**src/hdl/morse_receive_decoder_assert.svh**
```systemverilog
// Assertion macros used by the decoder's top-level RTL file.
// Each macro expands to one labeled concurrent assertion that is
// disabled while the active-low reset is asserted.
`ifndef MORSE_RECEIVE_DECODER_ASSERT_SVH
`define MORSE_RECEIVE_DECODER_ASSERT_SVH

// Same-cycle implication: whenever ante holds, cons holds at that edge.
`define MRD_ASSERT_NOW(label, clk, rst_n, ante, cons) \
  label: assert property (@(posedge clk) disable iff (!rst_n) (ante) |-> (cons)) \
    else $error("mrd assertion failed");

// Next-cycle implication: whenever ante holds, cons holds at the next edge.
`define MRD_ASSERT_NEXT(label, clk, rst_n, ante, cons) \
  label: assert property (@(posedge clk) disable iff (!rst_n) (ante) |=> (cons)) \
    else $error("mrd assertion failed");

`endif

```
**src/hdl/mrd_pkg.sv**
```systemverilog
// ----------------------------------------------------------------------------
// mrd_pkg
// Shared types, codes and constants of the Morse receive decoder.
// ----------------------------------------------------------------------------
`timescale 1ns / 1ps
`default_nettype none

package mrd_pkg;

  // Default tree root; the position of the empty letter.
  localparam int unsigned TreeRootDef = 64;

  // Field widths fixed by the interface.
  localparam int unsigned TimeW    = 32;
  localparam int unsigned TreeIdxW = 7;
  localparam int unsigned CfgIdxW  = 2;
  localparam int unsigned CfgDataW = 11;

  localparam int unsigned UnitW     = 11;
  localparam int unsigned DashW     = 4;
  localparam int unsigned LetterGapW = 4;
  localparam int unsigned WordGapW  = 5;

  // Configuration register indexes.
  typedef enum logic [CfgIdxW-1:0] {
    CFG_UNIT_TIME        = 2'd0,
    CFG_DASH_UNITS       = 2'd1,
    CFG_LETTER_GAP_UNITS = 2'd2,
    CFG_WORD_GAP_UNITS   = 2'd3
  } mrd_cfg_idx_e;

  // What the line did last, as far as the gap timing is concerned.
  typedef enum logic [1:0] {
    ELEM_NONE = 2'd0,
    ELEM_MARK = 2'd1,
    ELEM_LGAP = 2'd2,
    ELEM_WGAP = 2'd3
  } mrd_elem_e;

  typedef enum logic {
    EVT_LETTER = 1'b0,
    EVT_WORD   = 1'b1
  } mrd_event_e;

  typedef struct packed {
    logic [UnitW-1:0]      unit_time;
    logic [DashW-1:0]      dash_units;
    logic [LetterGapW-1:0] letter_gap_units;
    logic [WordGapW-1:0]   word_gap_units;
  } mrd_cfg_t;

  // Timing control state of the decoder.
  typedef struct packed {
    logic             line_state;
    logic [TimeW-1:0] mark_start;
    mrd_elem_e        last_elem;
  } mrd_ctrl_t;

endpackage

`default_nettype wire

```
**src/hdl/mrd_if.sv**
```systemverilog
// ----------------------------------------------------------------------------
// mrd_if
// Valid/ready channel interfaces of the Morse receive decoder.
// ----------------------------------------------------------------------------
`timescale 1ns / 1ps
`default_nettype none

// Line samples into the decoder.
interface mrd_sample_if;
  logic        valid;
  logic        ready;
  logic        line_level;
  logic [31:0] now_time;

  modport source (output valid, output line_level, output now_time, input ready);
  modport sink   (input valid, input line_level, input now_time, output ready);
endinterface

// Letter and word events out of the decoder.
interface mrd_event_if;
  logic       valid;
  logic       ready;
  logic       event_kind;
  logic [6:0] tree_index;

  modport source (output valid, output event_kind, output tree_index, input ready);
  modport sink   (input valid, input event_kind, input tree_index, output ready);
endinterface

// Configuration register writes.
interface mrd_cfg_if;
  logic        valid;
  logic        ready;
  logic [1:0]  index;
  logic [10:0] data;

  modport source (output valid, output index, output data, input ready);
  modport sink   (input valid, input index, input data, output ready);
endinterface

`default_nettype wire

```
**src/hdl/morse_receive_decoder.sv**
```systemverilog
// ----------------------------------------------------------------------------
// morse_receive_decoder
// Morse receiver: times a sampled keyed line and walks the dichotomic tree.
// ----------------------------------------------------------------------------
// Usage:
//   sample_i carries one item per line sample: the line level (1 = mark) and
//   a free-running millisecond timestamp that wraps at 2^32. event_o carries
//   zero or one item per sample: a completed letter with its tree index, or a
//   word space that reports the tree root. cfg_i writes the four timing
//   registers (unit time, dash, letter gap and word gap lengths in units);
//   it is always ready and must only be used while the decoder is idle.
//   Each sample is taken into an input register and decoded by one pass of
//   compare and add logic in the following cycle; any event it causes is
//   loaded into the output register, from which it is offered on event_o.
//   One sample is accepted per cycle while no held sample waits to emit.
//   When the event receiver stalls, samples that cause no event keep flowing;
//   a sample that would emit waits in the input register until the output
//   register frees, and sample_i.ready drops behind it.
//   Reset puts the line at space, the mark start time at zero, the tree at
//   its root and the timing registers at 60 ms, 3, 3 and 7 units.
// ----------------------------------------------------------------------------
`timescale 1ns / 1ps
`default_nettype none

`include "morse_receive_decoder_assert.svh"

module morse_receive_decoder import mrd_pkg::*; #(
  parameter int unsigned TREE_ROOT = TreeRootDef
) (
  input  wire logic clk_i,
  input  wire logic rst_ni,
  mrd_sample_if.sink   sample_i,
  mrd_event_if.source  event_o,
  mrd_cfg_if.sink      cfg_i
);

  localparam int unsigned PosW  = $clog2(2 * TREE_ROOT);
  localparam int unsigned StepW = $clog2(TREE_ROOT);
  localparam logic [PosW-1:0]  RootPos  = PosW'(TREE_ROOT);
  localparam logic [StepW-1:0] RootStep = StepW'(TREE_ROOT / 2);

  // Timing registers.
  mrd_cfg_t cfg_q;

  // Input register.
  logic             s1_valid_q;
  logic             s1_level_q;
  logic [TimeW-1:0] s1_now_q;

  // Decoder state.
  mrd_ctrl_t        ctrl_q, ctrl_d;
  logic [PosW-1:0]  pos_q, pos_d;
  logic [StepW-1:0] step_q, step_d;

  // Output register.
  logic                out_valid_q;
  mrd_event_e          out_kind_q;
  logic [TreeIdxW-1:0] out_index_q;

  logic                step_emit;
  mrd_event_e          step_kind;
  logic [TreeIdxW-1:0] step_index;
  logic                advance;
  logic                out_load;

  // The configuration port never stalls.
  assign cfg_i.ready = 1'b1;

  always_ff @(posedge clk_i or negedge rst_ni) begin
    if (!rst_ni) begin
      cfg_q.unit_time        <= UnitW'(60);
      cfg_q.dash_units       <= DashW'(3);
      cfg_q.letter_gap_units <= LetterGapW'(3);
      cfg_q.word_gap_units   <= WordGapW'(7);
    end else if (cfg_i.valid) begin
      case (mrd_cfg_idx_e'(cfg_i.index))
        CFG_UNIT_TIME:        cfg_q.unit_time        <= cfg_i.data;
        CFG_DASH_UNITS:       cfg_q.dash_units       <= cfg_i.data[DashW-1:0];
        CFG_LETTER_GAP_UNITS: cfg_q.letter_gap_units <= cfg_i.data[LetterGapW-1:0];
        CFG_WORD_GAP_UNITS:   cfg_q.word_gap_units   <= cfg_i.data[WordGapW-1:0];
        default: ;
      endcase
    end
  end

  mrd_step #(
    .TREE_ROOT (TREE_ROOT)
  ) u_step (
    .cfg_i        (cfg_q),
    .ctrl_i       (ctrl_q),
    .pos_i        (pos_q),
    .step_i       (step_q),
    .line_level_i (s1_level_q),
    .now_time_i   (s1_now_q),
    .ctrl_o       (ctrl_d),
    .pos_o        (pos_d),
    .step_o       (step_d),
    .emit_o       (step_emit),
    .kind_o       (step_kind),
    .index_o      (step_index)
  );

  // The held sample is decoded once there is room for whatever it emits.
  assign advance  = s1_valid_q && (!step_emit || !out_valid_q || event_o.ready);
  assign out_load = advance && step_emit;

  assign sample_i.ready = !s1_valid_q || advance;

  always_ff @(posedge clk_i or negedge rst_ni) begin
    if (!rst_ni) begin
      s1_valid_q <= 1'b0;
    end else if (sample_i.ready) begin
      s1_valid_q <= sample_i.valid;
    end
  end

  always_ff @(posedge clk_i) begin
    if (sample_i.ready && sample_i.valid) begin
      s1_level_q <= sample_i.line_level;
      s1_now_q   <= sample_i.now_time;
    end
  end

  always_ff @(posedge clk_i or negedge rst_ni) begin
    if (!rst_ni) begin
      ctrl_q.line_state <= 1'b0;
      ctrl_q.mark_start <= '0;
      ctrl_q.last_elem  <= ELEM_NONE;
      pos_q             <= RootPos;
      step_q            <= RootStep;
    end else if (advance) begin
      ctrl_q <= ctrl_d;
      pos_q  <= pos_d;
      step_q <= step_d;
    end
  end

  always_ff @(posedge clk_i or negedge rst_ni) begin
    if (!rst_ni) begin
      out_valid_q <= 1'b0;
    end else if (out_load) begin
      out_valid_q <= 1'b1;
    end else if (event_o.ready) begin
      out_valid_q <= 1'b0;
    end
  end

  always_ff @(posedge clk_i) begin
    if (out_load) begin
      out_kind_q  <= step_kind;
      out_index_q <= step_index;
    end
  end

  assign event_o.valid      = out_valid_q;
  assign event_o.event_kind = out_kind_q;
  assign event_o.tree_index = out_index_q;

  // The walk never leaves the tree: the position stays above zero.
  `MRD_ASSERT_NOW(a_pos_nonzero, clk_i, rst_ni, 1'b1, pos_q != '0)
  // A word space always reports the root.
  `MRD_ASSERT_NOW(a_word_is_root, clk_i, rst_ni,
                  out_valid_q && out_kind_q == EVT_WORD, out_index_q == TreeIdxW'(RootPos))
  // Loading a word space leaves the gap tracker in the word-gap state.
  `MRD_ASSERT_NEXT(a_word_state, clk_i, rst_ni,
                   out_load && step_kind == EVT_WORD, ctrl_q.last_elem == ELEM_WGAP)

endmodule

`default_nettype wire

```
**src/hdl/mrd_step.sv**
```systemverilog
// ----------------------------------------------------------------------------
// mrd_step
// Next-state logic for one line sample: mark/space timing and tree walk.
// ----------------------------------------------------------------------------
`timescale 1ns / 1ps
`default_nettype none

module mrd_step import mrd_pkg::*; #(
  parameter int unsigned TREE_ROOT = TreeRootDef,
  localparam int unsigned PosW  = $clog2(2 * TREE_ROOT),
  localparam int unsigned StepW = $clog2(TREE_ROOT)
) (
  input  wire mrd_cfg_t          cfg_i,
  input  wire mrd_ctrl_t         ctrl_i,
  input  wire logic [PosW-1:0]   pos_i,
  input  wire logic [StepW-1:0]  step_i,
  input  wire logic              line_level_i,
  input  wire logic [TimeW-1:0]  now_time_i,
  output mrd_ctrl_t              ctrl_o,
  output logic [PosW-1:0]        pos_o,
  output logic [StepW-1:0]       step_o,
  output logic                   emit_o,
  output mrd_event_e             kind_o,
  output logic [TreeIdxW-1:0]    index_o
);

  localparam logic [PosW-1:0]  RootPos  = PosW'(TREE_ROOT);
  localparam logic [StepW-1:0] RootStep = StepW'(TREE_ROOT / 2);

  logic [TimeW-1:0] elapsed;
  logic [4:0]       letter_sum;
  logic [5:0]       word_sum;
  logic [15:0]      letter_thr;
  logic [16:0]      word_thr;
  logic [14:0]      dash_thr;
  logic             letter_met;
  logic             word_met;
  logic             is_dash;
  logic             is_dot;

  assign elapsed    = now_time_i - ctrl_i.mark_start;
  assign letter_sum = 5'd1 + 5'(cfg_i.letter_gap_units);
  assign word_sum   = 6'd1 + 6'(cfg_i.letter_gap_units) + 6'(cfg_i.word_gap_units);
  assign letter_thr = 16'(cfg_i.unit_time) * 16'(letter_sum);
  assign word_thr   = 17'(cfg_i.unit_time) * 17'(word_sum);
  assign dash_thr   = 15'(cfg_i.unit_time) * 15'(cfg_i.dash_units);

  assign letter_met = elapsed >= TimeW'(letter_thr);
  assign word_met   = elapsed >= TimeW'(word_thr);
  assign is_dash    = elapsed >= TimeW'(dash_thr);
  assign is_dot     = elapsed >= TimeW'(cfg_i.unit_time >> 1);

  // Next state. Gaps are only timed while the line rests at space; a mark
  // that ends too soon is ignored and keeps being timed.
  always_comb begin
    ctrl_o = ctrl_i;
    pos_o  = pos_i;
    step_o = step_i;
    emit_o = 1'b0;
    kind_o = EVT_LETTER;
    if (!ctrl_i.line_state) begin
      if (ctrl_i.last_elem == ELEM_LGAP && word_met) begin
        ctrl_o.last_elem = ELEM_WGAP;
        pos_o  = RootPos;
        step_o = RootStep;
        emit_o = 1'b1;
        kind_o = EVT_WORD;
      end else if (ctrl_i.last_elem == ELEM_MARK && letter_met) begin
        ctrl_o.last_elem = ELEM_LGAP;
        pos_o  = RootPos;
        step_o = RootStep;
        emit_o = 1'b1;
        kind_o = EVT_LETTER;
      end
      if (line_level_i) begin
        ctrl_o.mark_start = now_time_i;
        ctrl_o.line_state = 1'b1;
      end
    end else if (!line_level_i && (is_dash || is_dot)) begin
      if (is_dash) begin
        pos_o = pos_i + PosW'(step_i);
      end else begin
        pos_o = pos_i - PosW'(step_i);
      end
      step_o            = step_i >> 1;
      ctrl_o.last_elem  = ELEM_MARK;
      ctrl_o.mark_start = now_time_i;
      ctrl_o.line_state = 1'b0;
    end
  end

  // Event payload: a letter reports the position it ended on, a word space
  // reports the root.
  always_comb begin
    case (kind_o)
      EVT_WORD: index_o = TreeIdxW'(RootPos);
      EVT_LETTER: index_o = TreeIdxW'(pos_i);
      default: index_o = TreeIdxW'(pos_i);
    endcase
  end

endmodule

`default_nettype wire

```
**src/flat_wrapper.sv**
```systemverilog
// flat-port wrapper written by rule: the top's interface ports become plain ports
module morse_receive_decoder_flat import mrd_pkg::*;
#(
  parameter int unsigned TREE_ROOT = TreeRootDef
)
  (clk_i, rst_ni, sample_i_valid, sample_i_line_level, sample_i_now_time, sample_i_ready, event_o_valid, event_o_event_kind, event_o_tree_index, event_o_ready, cfg_i_valid, cfg_i_index, cfg_i_data, cfg_i_ready);
  mrd_sample_if sample_i_i ();
  mrd_event_if event_o_i ();
  mrd_cfg_if cfg_i_i ();
  input  wire logic clk_i;
  input  wire logic rst_ni;
  input wire logic [$bits(sample_i_i.valid)-1:0] sample_i_valid;
  input wire logic [$bits(sample_i_i.line_level)-1:0] sample_i_line_level;
  input wire logic [$bits(sample_i_i.now_time)-1:0] sample_i_now_time;
  output wire logic [$bits(sample_i_i.ready)-1:0] sample_i_ready;
  output wire logic [$bits(event_o_i.valid)-1:0] event_o_valid;
  output wire logic [$bits(event_o_i.event_kind)-1:0] event_o_event_kind;
  output wire logic [$bits(event_o_i.tree_index)-1:0] event_o_tree_index;
  input wire logic [$bits(event_o_i.ready)-1:0] event_o_ready;
  input wire logic [$bits(cfg_i_i.valid)-1:0] cfg_i_valid;
  input wire logic [$bits(cfg_i_i.index)-1:0] cfg_i_index;
  input wire logic [$bits(cfg_i_i.data)-1:0] cfg_i_data;
  output wire logic [$bits(cfg_i_i.ready)-1:0] cfg_i_ready;
  assign sample_i_i.valid = sample_i_valid;
  assign sample_i_i.line_level = sample_i_line_level;
  assign sample_i_i.now_time = sample_i_now_time;
  assign sample_i_ready = sample_i_i.ready;
  assign event_o_valid = event_o_i.valid;
  assign event_o_event_kind = event_o_i.event_kind;
  assign event_o_tree_index = event_o_i.tree_index;
  assign event_o_i.ready = event_o_ready;
  assign cfg_i_i.valid = cfg_i_valid;
  assign cfg_i_i.index = cfg_i_index;
  assign cfg_i_i.data = cfg_i_data;
  assign cfg_i_ready = cfg_i_i.ready;
  morse_receive_decoder #(.TREE_ROOT(TREE_ROOT)) u_core (.clk_i(clk_i), .rst_ni(rst_ni), .sample_i(sample_i_i), .event_o(event_o_i), .cfg_i(cfg_i_i));
endmodule
```
**config.mk**
```make
export PLATFORM = sky130hd
export DESIGN_NAME = morse_receive_decoder_flat
export DESIGN_NICKNAME = d
export VERILOG_FILES = /design/src/hdl/mrd_pkg.sv /design/src/hdl/mrd_if.sv /design/src/hdl/morse_receive_decoder.sv /design/src/hdl/mrd_step.sv /design/src/flat_wrapper.sv
export VERILOG_INCLUDE_DIRS = /design/src /design/src/hdl
export SDC_FILE = /design/constraint.sdc
export NUM_CORES = 1
export LEC_CHECK = 0
export BUFFER_PORTS_ARGS = -buffer_cell sky130_fd_sc_hd__buf_2
export CAP_MARGIN = 15
export CORE_UTILIZATION = 45
export CTS_CLUSTER_DIAMETER = 40
export DETAILED_ROUTE_END_ITERATION = 10
export GPL_TIMING_DRIVEN = 0
export PLACE_DENSITY = 0.66
export SLEW_MARGIN = 20
export SYNTH_ARGS = -nofsm -noshare
export SYNTH_HDL_FRONTEND = slang
export SYNTH_SLANG_ARGS = --single-unit
```
**constraint.sdc**
```tcl
create_clock -name clk_i -period 9.1 [get_ports clk_i]
set_clock_uncertainty 0.05 [all_clocks]
set_input_delay 0.91 -clock clk_i [delete_from_list [all_inputs] [get_ports clk_i]]
set_output_delay 0.91 -clock clk_i [all_outputs]
set_load 0.02 [all_outputs]
```
# Word-level counts from Yosys, hierarchy flattened
# Cells that the tools add are included.
# totals
regBits	115
latchBits	0
ramBits	0
romBits	0
memories	0
# classes
n_addsub	6
multipliers	3
div	0
order_cmp	4
n_eq_ne	6
shifts	0
mux	22
n_bitwise	1
reduce_logical	24
# ops
operator	n
$mux W35	2
$mux W7	5
$mux W33	1
$ge A32 B10 Y1	1
$ge A32 B15 Y1	1
$ge A32 B16 Y1	1
$ge A32 B17 Y1	1
$sub A32 B32 Y32	1
$mux W6	4
$mul A11 B6 Y17	1
$mul A11 B5 Y16	1
$mul A11 B4 Y15	1
$pmux W7 S2	1
$add A1 B4 Y5 const A	2
$reduce_and A2 Y1	4
$add A7 B6 Y7	1
$mux W1	7
$sub A7 B6 Y7	1
$add A5 B5 Y6	1
$eq A2 B2 Y1 const B	3
$logic_and A1 B1 Y1	6
$reduce_and A3 Y1	2
$eq A2 B1 Y1 const B	2
$logic_not A1 Y1	4
other kinds (7)	12

# Logic depth before layout (Yosys ltp)
# Gate-level depths: netlist of run 1.
# logic_depth
word_depth	13
mapped_depth	37

# Cells and area by module
# From an unflattened synthesis of run 1, not the netlist that was laid out.
# hier_totals
hier_cells	1615
hier_area_um2	14525.2
# by_module_without_submodules
module	instances	cells_each	area_per_inst_um2	seq_area_each_um2
mrd_step	1	1235	9505.4	0.0
morse_receive_decoder	1	380	5019.8	3099.2

# Worst setup path after synthesis of run 1
# Ideal clock, no wire load.
# synth_path
path_kind	reg-to-reg
from	register u_core.cfg_q[5] (netlist bit)
to	register u_core.s1_level_q (enable)
t_arrival_ns	7.997
path_slack_ns	0.660
stages_incl_launch_ff	33
path_buffers	2
period_less_slack_ns	8.440
cell_sequence	dfstp_2 -> clkbuf_1 -> inv_1 -> ha_1 -> fa_1 -> inv_1 -> a21o_1 -> a21oi_1 -> xnor2_1 -> clkbuf_1 -> nand2_1 -> fa_1 -> fa_1 -> fa_1 -> inv_1 -> ha_1 -> a21oi_1 -> o21ai_0 -> a21oi_1 -> o21ai_0 -> a21oi_1 -> o21ai_0 -> a2111o_1 -> a2111oi_0 -> nor3_1 -> ha_1 -> o211ai_1 -> nor3_1 -> a211oi_1 -> o22a_1 -> o22a_2 -> or3_1 -> and2_1
# synth_via
elab_chain_cells	13
word_cells_on_any_way	18
cone_classes	add/sub (3); mul (2); order compare (2); mux (3); reduce/logical (8)
# synth_lines
element	line	text
from (decl)	morse_receive_decoder.sv:43	mrd_cfg_t cfg_q;
$add A1 B4 Y5	mrd_step.sv:42, mrd_step.sv:43	
$add A5 B5 Y6 or $mul A11 B5 Y16 (tied branches)	mrd_step.sv:43, mrd_step.sv:44	
$mul A11 B6 Y17 or $ge A32 B16 Y1 (tied branches)	mrd_step.sv:45, mrd_step.sv:48	
$ge A32 B17 Y1 or $logic_and A1 B1 Y1 (tied branches)	mrd_step.sv:49, mrd_step.sv:68	
$logic_and A1 B1 Y1 or $mux W1 (tied branches)	mrd_step.sv:62, mrd_step.sv:68	
$mux W1 *	mrd_step.sv:62	if (ctrl_i.last_elem == ELEM_LGAP && word_met) begin
$mux W1 *	mrd_step.sv:61	if (!ctrl_i.line_state) begin
$logic_not A1 Y1 *	morse_receive_decoder.sv:104	assign advance = s1_valid_q && (!step_emit || !out_valid_q || event_o.ready);
$logic_or A1 B1 Y1 * (2 in series)	morse_receive_decoder.sv:104	
$logic_and A1 B1 Y1 *	morse_receive_decoder.sv:104	
$logic_or A1 B1 Y1 *	morse_receive_decoder.sv:107	assign sample_i.ready = !s1_valid_q || advance;
net sample_i_ready	flat_wrapper.sv:15	output wire logic [$bits(sample_i_i.ready)-1:0] sample_i_ready;
$logic_and A1 B1 Y1 *	morse_receive_decoder.sv:118	if (sample_i.ready && sample_i.valid) begin
to (signal assigned)	morse_receive_decoder.sv:119	s1_level_q <= sample_i.line_level;
to (decl)	morse_receive_decoder.sv:47	logic s1_level_q;
# Mark *: on every way through the listed nets, which the timed path passes. The rest lies on a longest branch.
# A chain may end at the register's enable or synchronous reset.

# Worst setup path after layout of run 1
# layout_path
from	register u_core.cfg_q[5] (netlist bit)
to	output sample_i_ready
# layout_via
elab_chain_cells	12
word_cells_on_any_way	17
cone_classes	add/sub (3); mul (2); order compare (2); mux (3); reduce/logical (7)
# layout_lines
element	line
$add A1 B4 Y5	mrd_step.sv:42, mrd_step.sv:43
$add A5 B5 Y6 or $mul A11 B5 Y16 (tied branches)	mrd_step.sv:43, mrd_step.sv:44
$mul A11 B6 Y17 or $ge A32 B16 Y1 (tied branches)	mrd_step.sv:45, mrd_step.sv:48
$ge A32 B17 Y1 or $logic_and A1 B1 Y1 (tied branches)	mrd_step.sv:49, mrd_step.sv:68
$logic_and A1 B1 Y1 or $mux W1 (tied branches)	mrd_step.sv:62, mrd_step.sv:68
$mux W1 *	mrd_step.sv:62
$mux W1 *	mrd_step.sv:61
$logic_not A1 Y1 *	morse_receive_decoder.sv:104
$logic_or A1 B1 Y1 * (2 in series)	morse_receive_decoder.sv:104
$logic_and A1 B1 Y1 *	morse_receive_decoder.sv:104
$logic_or A1 B1 Y1 *	morse_receive_decoder.sv:107
to (decl)	flat_wrapper.sv:15
# Mark *: on every way between the ends. The rest lies on a longest branch, timed or not.

==> results.json, run 1 <==
{
  "cts_max_level": 4,
  "core_um2": 28000,
  "cp.required_ps": 8140,
  "period_needed_ps": 8740,
  "status": "finished, final reports clean",
  "synth_edf_count": 41,
  "ant_nets": 0,
  "grt_pass1_vias": 10400,
  "synthArstFlopShare_pct": 64.3,
  "yosys_warnings": 0,
  "drv_cap": 0,
  "fin_util_pct": 51.7,
  "slowest_delay_ps": 560,
  "hold_slack_ps": 367,
  "r2r-start": "u_core.cfg_q[5]$_DFFE_PN1P_",
  "critPathArrivalTime_ps": 7780,
  "hpwl_mm": 23.4,
  "tightestPinTransition_ps": 920,
  "dr.pass1.iters": 7,
  "floorplan.initialDensity_pct": 46.2,
  "cts_buffer_depth": 2,
  "drc_errors": 0,
  "ff2ff_path_depth": 33,
  "synth_area_per_cell_um2": 9.29,
  "synth.net_count": 1698,
  "start_kind": "flip-flop",
  "port_buffers": 60,
  "grt_remaining_overflow": 0,
  "syn-cell-area_um2": 12900,
  "critPathCaptureType": "output port",
  "cts_made_buffers": 17,
  "antennaDiodeCount": 0,
  "drt-vias-per-instance": 5.35,
  "period_share_pct": 96.0,
  "cp_slowest_cell": "dfstp_2",
  "grtUsageTotal_pct": 21.2,
  "synthToLayoutAreaGrowth_pct": 12.0,
  "fin_setup_tns_ps": 0,
  "rrSetupSlack_ps": 840,
  "crit_type": "flip-flop to output port",
  "antenna_found_initial": 0,
  "grt_start_max_net_pins": 49,
  "cts.reportedPaths.clkPinSlew_ps": 60,
  "drt-initial-drc-count": 407,
  "routed_wl_mm": 29.0,
  "root_buffer": "clkbuf_16",
  "cts_num_sinks": 115,
  "wire_per_inst_um": 15.5,
  "synthFlopType": "dfrtp_1",
  "dieArea_um2": 29400,
  "num_vias": 10000,
  "yosysSeqAreaShare_pct": 24.0,
  "pre_cts_ws_ps": -486,
  "synthCells": 1393,
  "fin_ws_ps": 361,
  "fin_nets": 1784,
  "rsz0062_at_grt": "false",
  "crit_fanout": 10,
  "pin_count": 62,
  "die_y_um": 172,
  "maxSlewViolCount": 0,
  "critPathLaunch": "u_core.cfg_q[5]$_DFFE_PN1P_",
  "cts_tree": "done",
  "row_count": 61,
  "globalplace.congestion": 0.871,
  "die_w_um": 172,
  "grt_pass1_wl_mm": 49.0,
  "critPathCapture": "sample_i_ready",
  "hold_path_class": "input pin to async pin",
  "yosys_register_bits": 115,
  "holdBufCountCts": 0,
  "synth.distinct_cells": 78,
  "drive_gt1_share_pct": 13.9,
  "hold_viol": 0,
  "rr_endpoint": "u_core.step_q[4]$_DFFE_PN0P_",
  "slew-limit-headroom_pct": 38.7,
  "clock_latency_ps": 430,
  "clock.fmax_ghz": 0.114,
  "finalSetupViolations": 0
}
[flip-flops by register name (all words and copies together) (netlist names)]
register	count
u_core.ctrl_q	35
u_core.s1_now_q	32
u_core.cfg_q	24
u_core.event_o.tree_index	7
u_core.pos_q	7
u_core.step_q	6
u_core.event_o.event_kind	1
u_core.event_o.valid	1
u_core.s1_level_q	1
u_core.s1_valid_q	1
[logic make-up after synthesis]
family / synth area share, %
flip-flops: 24.0
AND/OR/NAND/NOR: 15.1
other: 0.0290
AO/OA/AOI/OAI: 14.1
buffers and inverters: 7.41
multiplexers: 5.93
adder cells (fa/ha/maj): 29.5
XOR/XNOR: 3.99
[cell usage after synthesis (21+ instances only)]
library cell,instances,area share (%)
inv_1,195,5.7
ha_1,169,16
nand2_1,125,3.6
fa_1,85,13
a21oi_1,72,2.8
and2_1,69,3.3
dfrtp_1,61,12
o21ai_0,58,2.2
nor2_1,54,1.6
clkbuf_1,44,1.3
edfxtp_1,41,9.5
a21o_1,40,2.3
nand2b_1,37,1.8
xnor2_1,31,2.1
mux2_4,30,3.5
xor2_1,28,1.9
mux2_2,21,1.8
[cells in the final DEF (no fill, tap or decap), drive strengths merged, types with 5 or more instances in the layout]
| cell type | instances |
|---|---|
| inv | 197 |
| ha | 169 |
| nand2 | 125 |
| fa | 85 |
| buf | 80 |
| a21oi | 73 |
| and2 | 69 |
| o21ai | 63 |
| dfrtp | 61 |
| clkbuf | 58 |
| nor2 | 54 |
| mux2 | 51 |
| edfxtp | 41 |
| a21o | 40 |
| nand2b | 37 |
| xnor2 | 31 |
| xor2 | 28 |
| nor2b | 18 |
| nand3 | 18 |
| nand4 | 15 |
| o211ai | 13 |
| dfstp | 13 |
| a31oi | 13 |
| a211oi | 12 |
| o21a | 10 |
| or3 | 9 |
| nor3 | 9 |
| mux2i | 8 |
| o2111ai | 6 |
| nor4 | 6 |
| and3 | 5 |
| clkinvlp | 5 |
| or2 | 5 |
| a2111oi | 5 |
[stage by stage]
stage	cell area, um^2	instances
detailed placement	13800	1833
CTS	14400	1868
global placement	13700	1831
floorplan	12900	1393
global route	14500	1870
finish	14500	1870
[critical path: cells and delay by family, from the launching register on]
| family | cells | cell delay [ps] |
|---|---|---|
| adders and majority gates | 7 | 2700 |
| AOI/OAI and AO/OA | 12 | 2250 |
| buffers and inverters | 8 | 830 |
| and+or+nand+nor | 4 | 800 |
| DFF | 1 | 560 |
| xor gates and xnor gates | 1 | 200 |
[how the worst min path moves through the flow]
stage	startpoint	endpoint	slack [ps]	cells after the start
after floorplan	u_core.ctrl_q[3]$_DFFE_PN0P_	u_core.ctrl_q[3]$_DFFE_PN0P_	430	1
after detailed placement	u_core.ctrl_q[19]$_DFFE_PN0P_	u_core.ctrl_q[19]$_DFFE_PN0P_	440	1
after CTS	rst_ni	u_core.ctrl_q[3]$_DFFE_PN0P_	360	1
after global routing	rst_ni	u_core.ctrl_q[3]$_DFFE_PN0P_	380	1
final	rst_ni	u_core.ctrl_q[3]$_DFFE_PN0P_	370	1
after global placement	u_core.ctrl_q[3]$_DFFE_PN0P_	u_core.ctrl_q[3]$_DFFE_PN0P_	440	1
[cell type report]
type,count,area [um^2]
Fill cell,2589,13500
Inverter,195,732
Buffer,51,246
Sequential cell,115,3100
Clock inverter,13,159
Tap cell,378,473
Clock buffer,19,433
Timing Repair Buffer,68,395
Multi-Input combinational cell,1031,8960
[metal layers]
metal,wire length [um],GRT usage [%]
met1,13700,27.9
met2,13700,36.1
met3,1020,2.69
met4,565,6.64
met5,0,0
[repair_timing]
item,CTS,global route
setup buffers,3,3
gates resized for setup,15,24
setup endpoints to repair,84,1
pin swaps,6,13
Power of run 1 is left out: the tool's default activity adds up to more than one toggle a clock period on the data nets, which glitch-free logic cannot reach.
==> run 2, diff against run 1 <==
CTS_BUF_LIST = sky130_fd_sc_hd__clkbuf_4 sky130_fd_sc_hd__clkbuf_8   (was not set)
==> results.json, run 2 (synthesized netlist as in run 1, its figures left out) <==
{
  "status": "finished, final reports clean",
  "slowest_delay_ps": 560,
  "cts_num_sinks": 115,
  "cts_tree": "done",
  "critPathCaptureType": "output port",
  "antenna_found_initial": 0,
  "final_area_um2": 14400,
  "cts.reportedPaths.clkPinSlew_ps": 70,
  "r2r-start": "u_core.cfg_q[5]$_DFFE_PN1P_",
  "drv_cap": 0,
  "slew-limit-headroom_pct": 39.1,
  "ant_nets": 0,
  "pin_count": 62,
  "finalSetupViolations": 0,
  "hold_path_class": "input pin to async pin",
  "final_common_cell": "inv_1",
  "grt_pass1_vias": 10300,
  "place_area_um2": 13800,
  "grt_start_max_net_pins": 49,
  "routed_wl_mm": 28.9,
  "synthToLayoutAreaGrowth_pct": 11.0,
  "rr_endpoint": "u_core.pos_q[4]$_DFFE_PN0P_",
  "crit_fanout": 10,
  "grt_pass1_wl_mm": 48.7,
  "clock_latency_ps": 470,
  "drt-vias-per-instance": 5.33,
  "layout_common_cells": "inv_1 (194), ha_1 (166), nand2_1 (125), fa_1 (84), a21oi_1 (69)",
  "drc_errors": 0,
  "row_count": 61,
  "dieArea_um2": 29400,
  "maxSlewViolCount": 0,
  "cpLargestDelayFamily": "compound AO/OA/AOI/OAI gates",
  "period_needed_ps": 8790,
  "root_buffer": "clkbuf_8",
  "num_vias": 9990,
  "rrSetupSlack_ps": 800,
  "clock.fmax_ghz": 0.114,
  "largest_register_ffs": 35,
  "worst-path-buf-inv": 8,
  "top_register": "u_core.ctrl_q",
  "core_um2": 28000,
  "critPathArrivalTime_ps": 7830,
  "cts_made_buffers": 17,
  "hold_viol": 0,
  "grtUsageTotal_pct": 21.1,
  "start_kind": "flip-flop",
  "cp_slowest_cell": "dfstp_2",
  "crit_type": "flip-flop to output port",
  "port_buffers": 60,
  "hpwl_mm": 23.4,
  "num-fill-cells": 2604,
  "cts_buffer_depth": 2,
  "tightestPinTransition_ps": 914,
  "grt_remaining_overflow": 0,
  "die_y_um": 172,
  "floorplan.initialDensity_pct": 46.2,
  "cts_max_level": 4,
  "fin_nets": 1787,
  "ff2ff_path_depth": 36,
  "drive_gt1_share_pct": 14.4,
  "cp.required_ps": 8140,
  "dr.pass1.iters": 5,
  "drt-initial-drc-count": 458,
  "largest_registers": "u_core.ctrl_q (35), u_core.s1_now_q (32), u_core.cfg_q (24)",
  "crit_top_cell": "ha_1",
  "wire_per_inst_um": 15.4,
  "die_w_um": 172,
  "period_share_pct": 96.6,
  "globalplace.congestion": 0.871,
  "antennaDiodeCount": 0
}
## run 2: changes by cell type in the layout (fill, tap and decap cells not counted), moves of 2 or more
| cell | before | now |
|---|---|---|
| clkbuf_1 | 38 | 36 |
| buf_4 | 10 | 13 |
| clkbuf_4 | 0 | 3 |
| clkbuf_16 | 17 | 0 |
| clkbuf_8 | 0 | 17 |
## run 2: layer usage
layer | vias up | wire length, um | share of wire [%] | global-route usage [%]
met1 | 4834 | 13700 | 48 | 27.7
met2 | 186 | 13800 | 48 | 36.0
met3 | 34 | 944 | 3.3 | 2.69
met5 | - | 0 | 0 | 0
li1 | 4936 | - | - | -
met4 | 0 | 476 | 1.6 | 6.48
## run 2: cell type report
| type | count | area (um^2) | area share (%) |
|---|---|---|---|
| buffer | 51 | 249 | 1.73 |
| clock buffer | 19 | 249 | 1.73 |
| clock inverter | 13 | 159 | 1.11 |
| inverter | 195 | 732 | 5.09 |
| multi-input combinational | 1031 | 8990 | 62.6 |
| sequential | 115 | 3100 | 21.6 |
| tap | 378 | 473 | 3.29 |
| timing repair buffer | 71 | 418 | 2.91 |
## run 2: worst max-delay path by stage
| stage | start | to | depth (start not counted) |
|---|---|---|---|
| final | u_core.cfg_q[5]$_DFFE_PN1P_ | sample_i_ready | 35 |
| after global routing | u_core.cfg_q[5]$_DFFE_PN1P_ | sample_i_ready | 33 |
| after CTS | u_core.cfg_q[5]$_DFFE_PN1P_ | sample_i_ready | 32 |
| after detailed placement | u_core.cfg_q[5]$_DFFE_PN1P_ | sample_i_ready | 32 |
| after global placement | u_core.cfg_q[5]$_DFFE_PN1P_ | u_core.s1_now_q[0]$_DFFE_PP_ | 32 |
| after floorplan | u_core.cfg_q[5]$_DFFE_PN1P_ | u_core.s1_level_q$_DFFE_PP_ | 32 |
## run 2: what timing repair did
action | in CTS | in global routing
pin swaps | 6 | 14
cloned | 0 | 0
setup endpoints to repair | 84 | 1
resized for setup | 16 | 29
hold buffers | 0 | 0
buffers inserted | 4 | 5
## run 2: through the flow
stage	TNS, ps	hold WS (ps)	worst slack, ps	cells	utilization (%)
6_report	0	328	309	1873	51.3
5_1_grt	-8.34	330	-8.34	1873	51.3
4_1_cts	0	307	29.2	1869	50.9
3_5_place_dp	-20340	444	-486	1833	49.1
3_3_place_gp	-32810	439	-687	1831	48.9
2_1_floorplan	0	429	660	1393	-
## run 2: worst reg2reg max path: cells and delay by family (launching register included)
kind | cells | cell delay, ps
adders and majority gates | 7 | 2250
DFF | 1 | 560
xor gates and xnor gates | 1 | 150
and+or+nand+nor | 3 | 440
AOI/OAI and AO/OA | 17 | 3340
buffers and inverters | 8 | 1420
Power of run 2 is left out for the same reason.
==> run 3, diff against run 2 <==
RECOVER_POWER = 50   (was not set)
==> results.json, run 3 (synthesized netlist as in run 1, its figures left out) <==
{
  "grt_use_met1_pct": 27.7,
  "clock.fmax_ghz": 0.114,
  "antenna_found_initial": 0,
  "globalplace.congestion": 0.871,
  "met3_usage_pct": 2.69,
  "die_y_um": 172,
  "slowest_delay_ps": 560,
  "grt_pass1_vias": 10300,
  "rrSetupSlack_ps": 810,
  "final_common_cell": "inv_1",
  "tightestPinTransition_ps": 2620,
  "critPathLaunch": "u_core.cfg_q[5]$_DFFE_PN1P_",
  "period_needed_ps": 8790,
  "drive_gt1_share_pct": 14.2,
  "ff2ff_path_depth": 36,
  "dieArea_um2": 29400,
  "cts_tree": "done",
  "row_count": 61,
  "hpwl_mm": 23.4,
  "final_area_um2": 14300,
  "floorplan.initialDensity_pct": 46.2,
  "worstHoldPathCells": 1,
  "critPathArrivalTime_ps": 7830,
  "cp.required_ps": 8140,
  "ant_nets": 0,
  "die_w_um": 172,
  "clock_latency_ps": 470,
  "fin_setup_tns_ps": 0,
  "routed_wl_mm": 28.9,
  "pin_count": 62,
  "num_vias": 9974,
  "cts_made_buffers": 17,
  "largest_register_ffs": 35,
  "status": "finished with violations",
  "grt_start_max_net_pins": 49,
  "critPathCaptureType": "output port",
  "core_um2": 28000,
  "violations": "max-capacitance violations, max-slew violations",
  "grt_pass1_wl_mm": 48.7,
  "antennaDiodeCount": 0,
  "cts_max_level": 4,
  "grt_use_met2_pct": 36.0,
  "drt-initial-drc-count": 449,
  "synthToLayoutAreaGrowth_pct": 10.8,
  "maxSlewViolCount": 77,
  "period_share_pct": 96.6,
  "cts_buffer_depth": 2,
  "num-fill-cells": 2610,
  "hp-start": "u_core.ctrl_q[32]$_DFFE_PN0P_",
  "grtUsageTotal_pct": 21.1,
  "finalSetupViolations": 0,
  "wire_per_inst_um": 15.4,
  "crit_fanout": 10,
  "drc_errors": 0,
  "top_register": "u_core.ctrl_q",
  "crit_type": "flip-flop to output port",
  "drt-vias-per-instance": 5.33,
  "hold_path_class": "flip-flop to flip-flop",
  "root_buffer": "clkbuf_8",
  "cts.reportedPaths.clkPinSlew_ps": 70,
  "slew-limit-headroom_pct": -74.5,
  "drv_cap": 2,
  "cts_num_sinks": 115,
  "place_area_um2": 13800,
  "largest_registers": "u_core.ctrl_q (35), u_core.s1_now_q (32), u_core.cfg_q (24)",
  "start_kind": "flip-flop",
  "port_buffers": 60,
  "r2r-start": "u_core.cfg_q[5]$_DFFE_PN1P_",
  "cp_slowest_cell": "dfstp_2",
  "dr.pass1.iters": 5,
  "crit_top_cell": "ha_1",
  "fin_nets": 1787,
  "top_usage_layer": "met2",
  "grt_remaining_overflow": 0,
  "hold_viol": 0,
  "layout_common_cells": "inv_1 (194), ha_1 (166), nand2_1 (125), fa_1 (84), a21oi_1 (69)"
}
[run 3: path summary, 6_finish.rpt]
path | endpoint
max | sample_i_ready
min in group asynchronous | u_core.cfg_q[8]$_DFFE_PN0P_
min reg2reg | u_core.ctrl_q[32]$_DFFE_PN0P_
min | u_core.ctrl_q[32]$_DFFE_PN0P_
max reg2reg | u_core.pos_q[4]$_DFFE_PN0P_
max in group asynchronous | u_core.step_q[1]$_DFFE_PN0P_
[run 3: stage by stage]
| step | util (%) | cells | setup WS (ps) | hold WS [ps] |
|---|---|---|---|---|
| floorplan | - | 1393 | 660 | 429 |
| global placement | 48.9 | 1831 | -687 | 439 |
| detailed placement | 49.1 | 1833 | -486 | 444 |
| CTS | 50.9 | 1869 | 29.2 | 307 |
| global route | 51.2 | 1873 | -8.34 | 480 |
| finish | 51.2 | 1873 | 312 | 461 |
[run 3: layout make-up]
class	instances	area, um^2	share of cell area [%]
multi-input combinational	1031	8990	62.7
sequential	115	3100	21.6
inverter	195	732	5.11
tap	378	473	3.30
timing repair buffer	71	388	2.71
clock buffer	19	249	1.74
buffer	51	249	1.74
clock inverter	13	159	1.11
[run 3: worst max-delay path, delay by kind of cell, from the launching register on]
kind	cells	cell delay, ps
buffers and inverters	8	830
AND/OR/NAND/NOR	4	790
flip-flops	1	560
XOR/XNOR	1	150
AO/OA/AOI/OAI	15	2770
adder cells (fa/ha/maj)	7	2250
[run 3: layer usage]
layer / routed length (um) / vias up
li1: - / 4936
met1: 13800 / 4850
met2: 13700 / 156
met3: 909 / 32
met4: 472 / 0
met5: 0 / -
[run 3: what timing repair did]
action	CTS	global route
endpoints found under the hold margin	0	0
pin swaps	6	14
cloned	0	0
setup endpoints to repair	84	1
hold buffers	0	0
setup buffers	4	5
gates resized for setup	16	29
Power of run 3 is left out for the same reason.
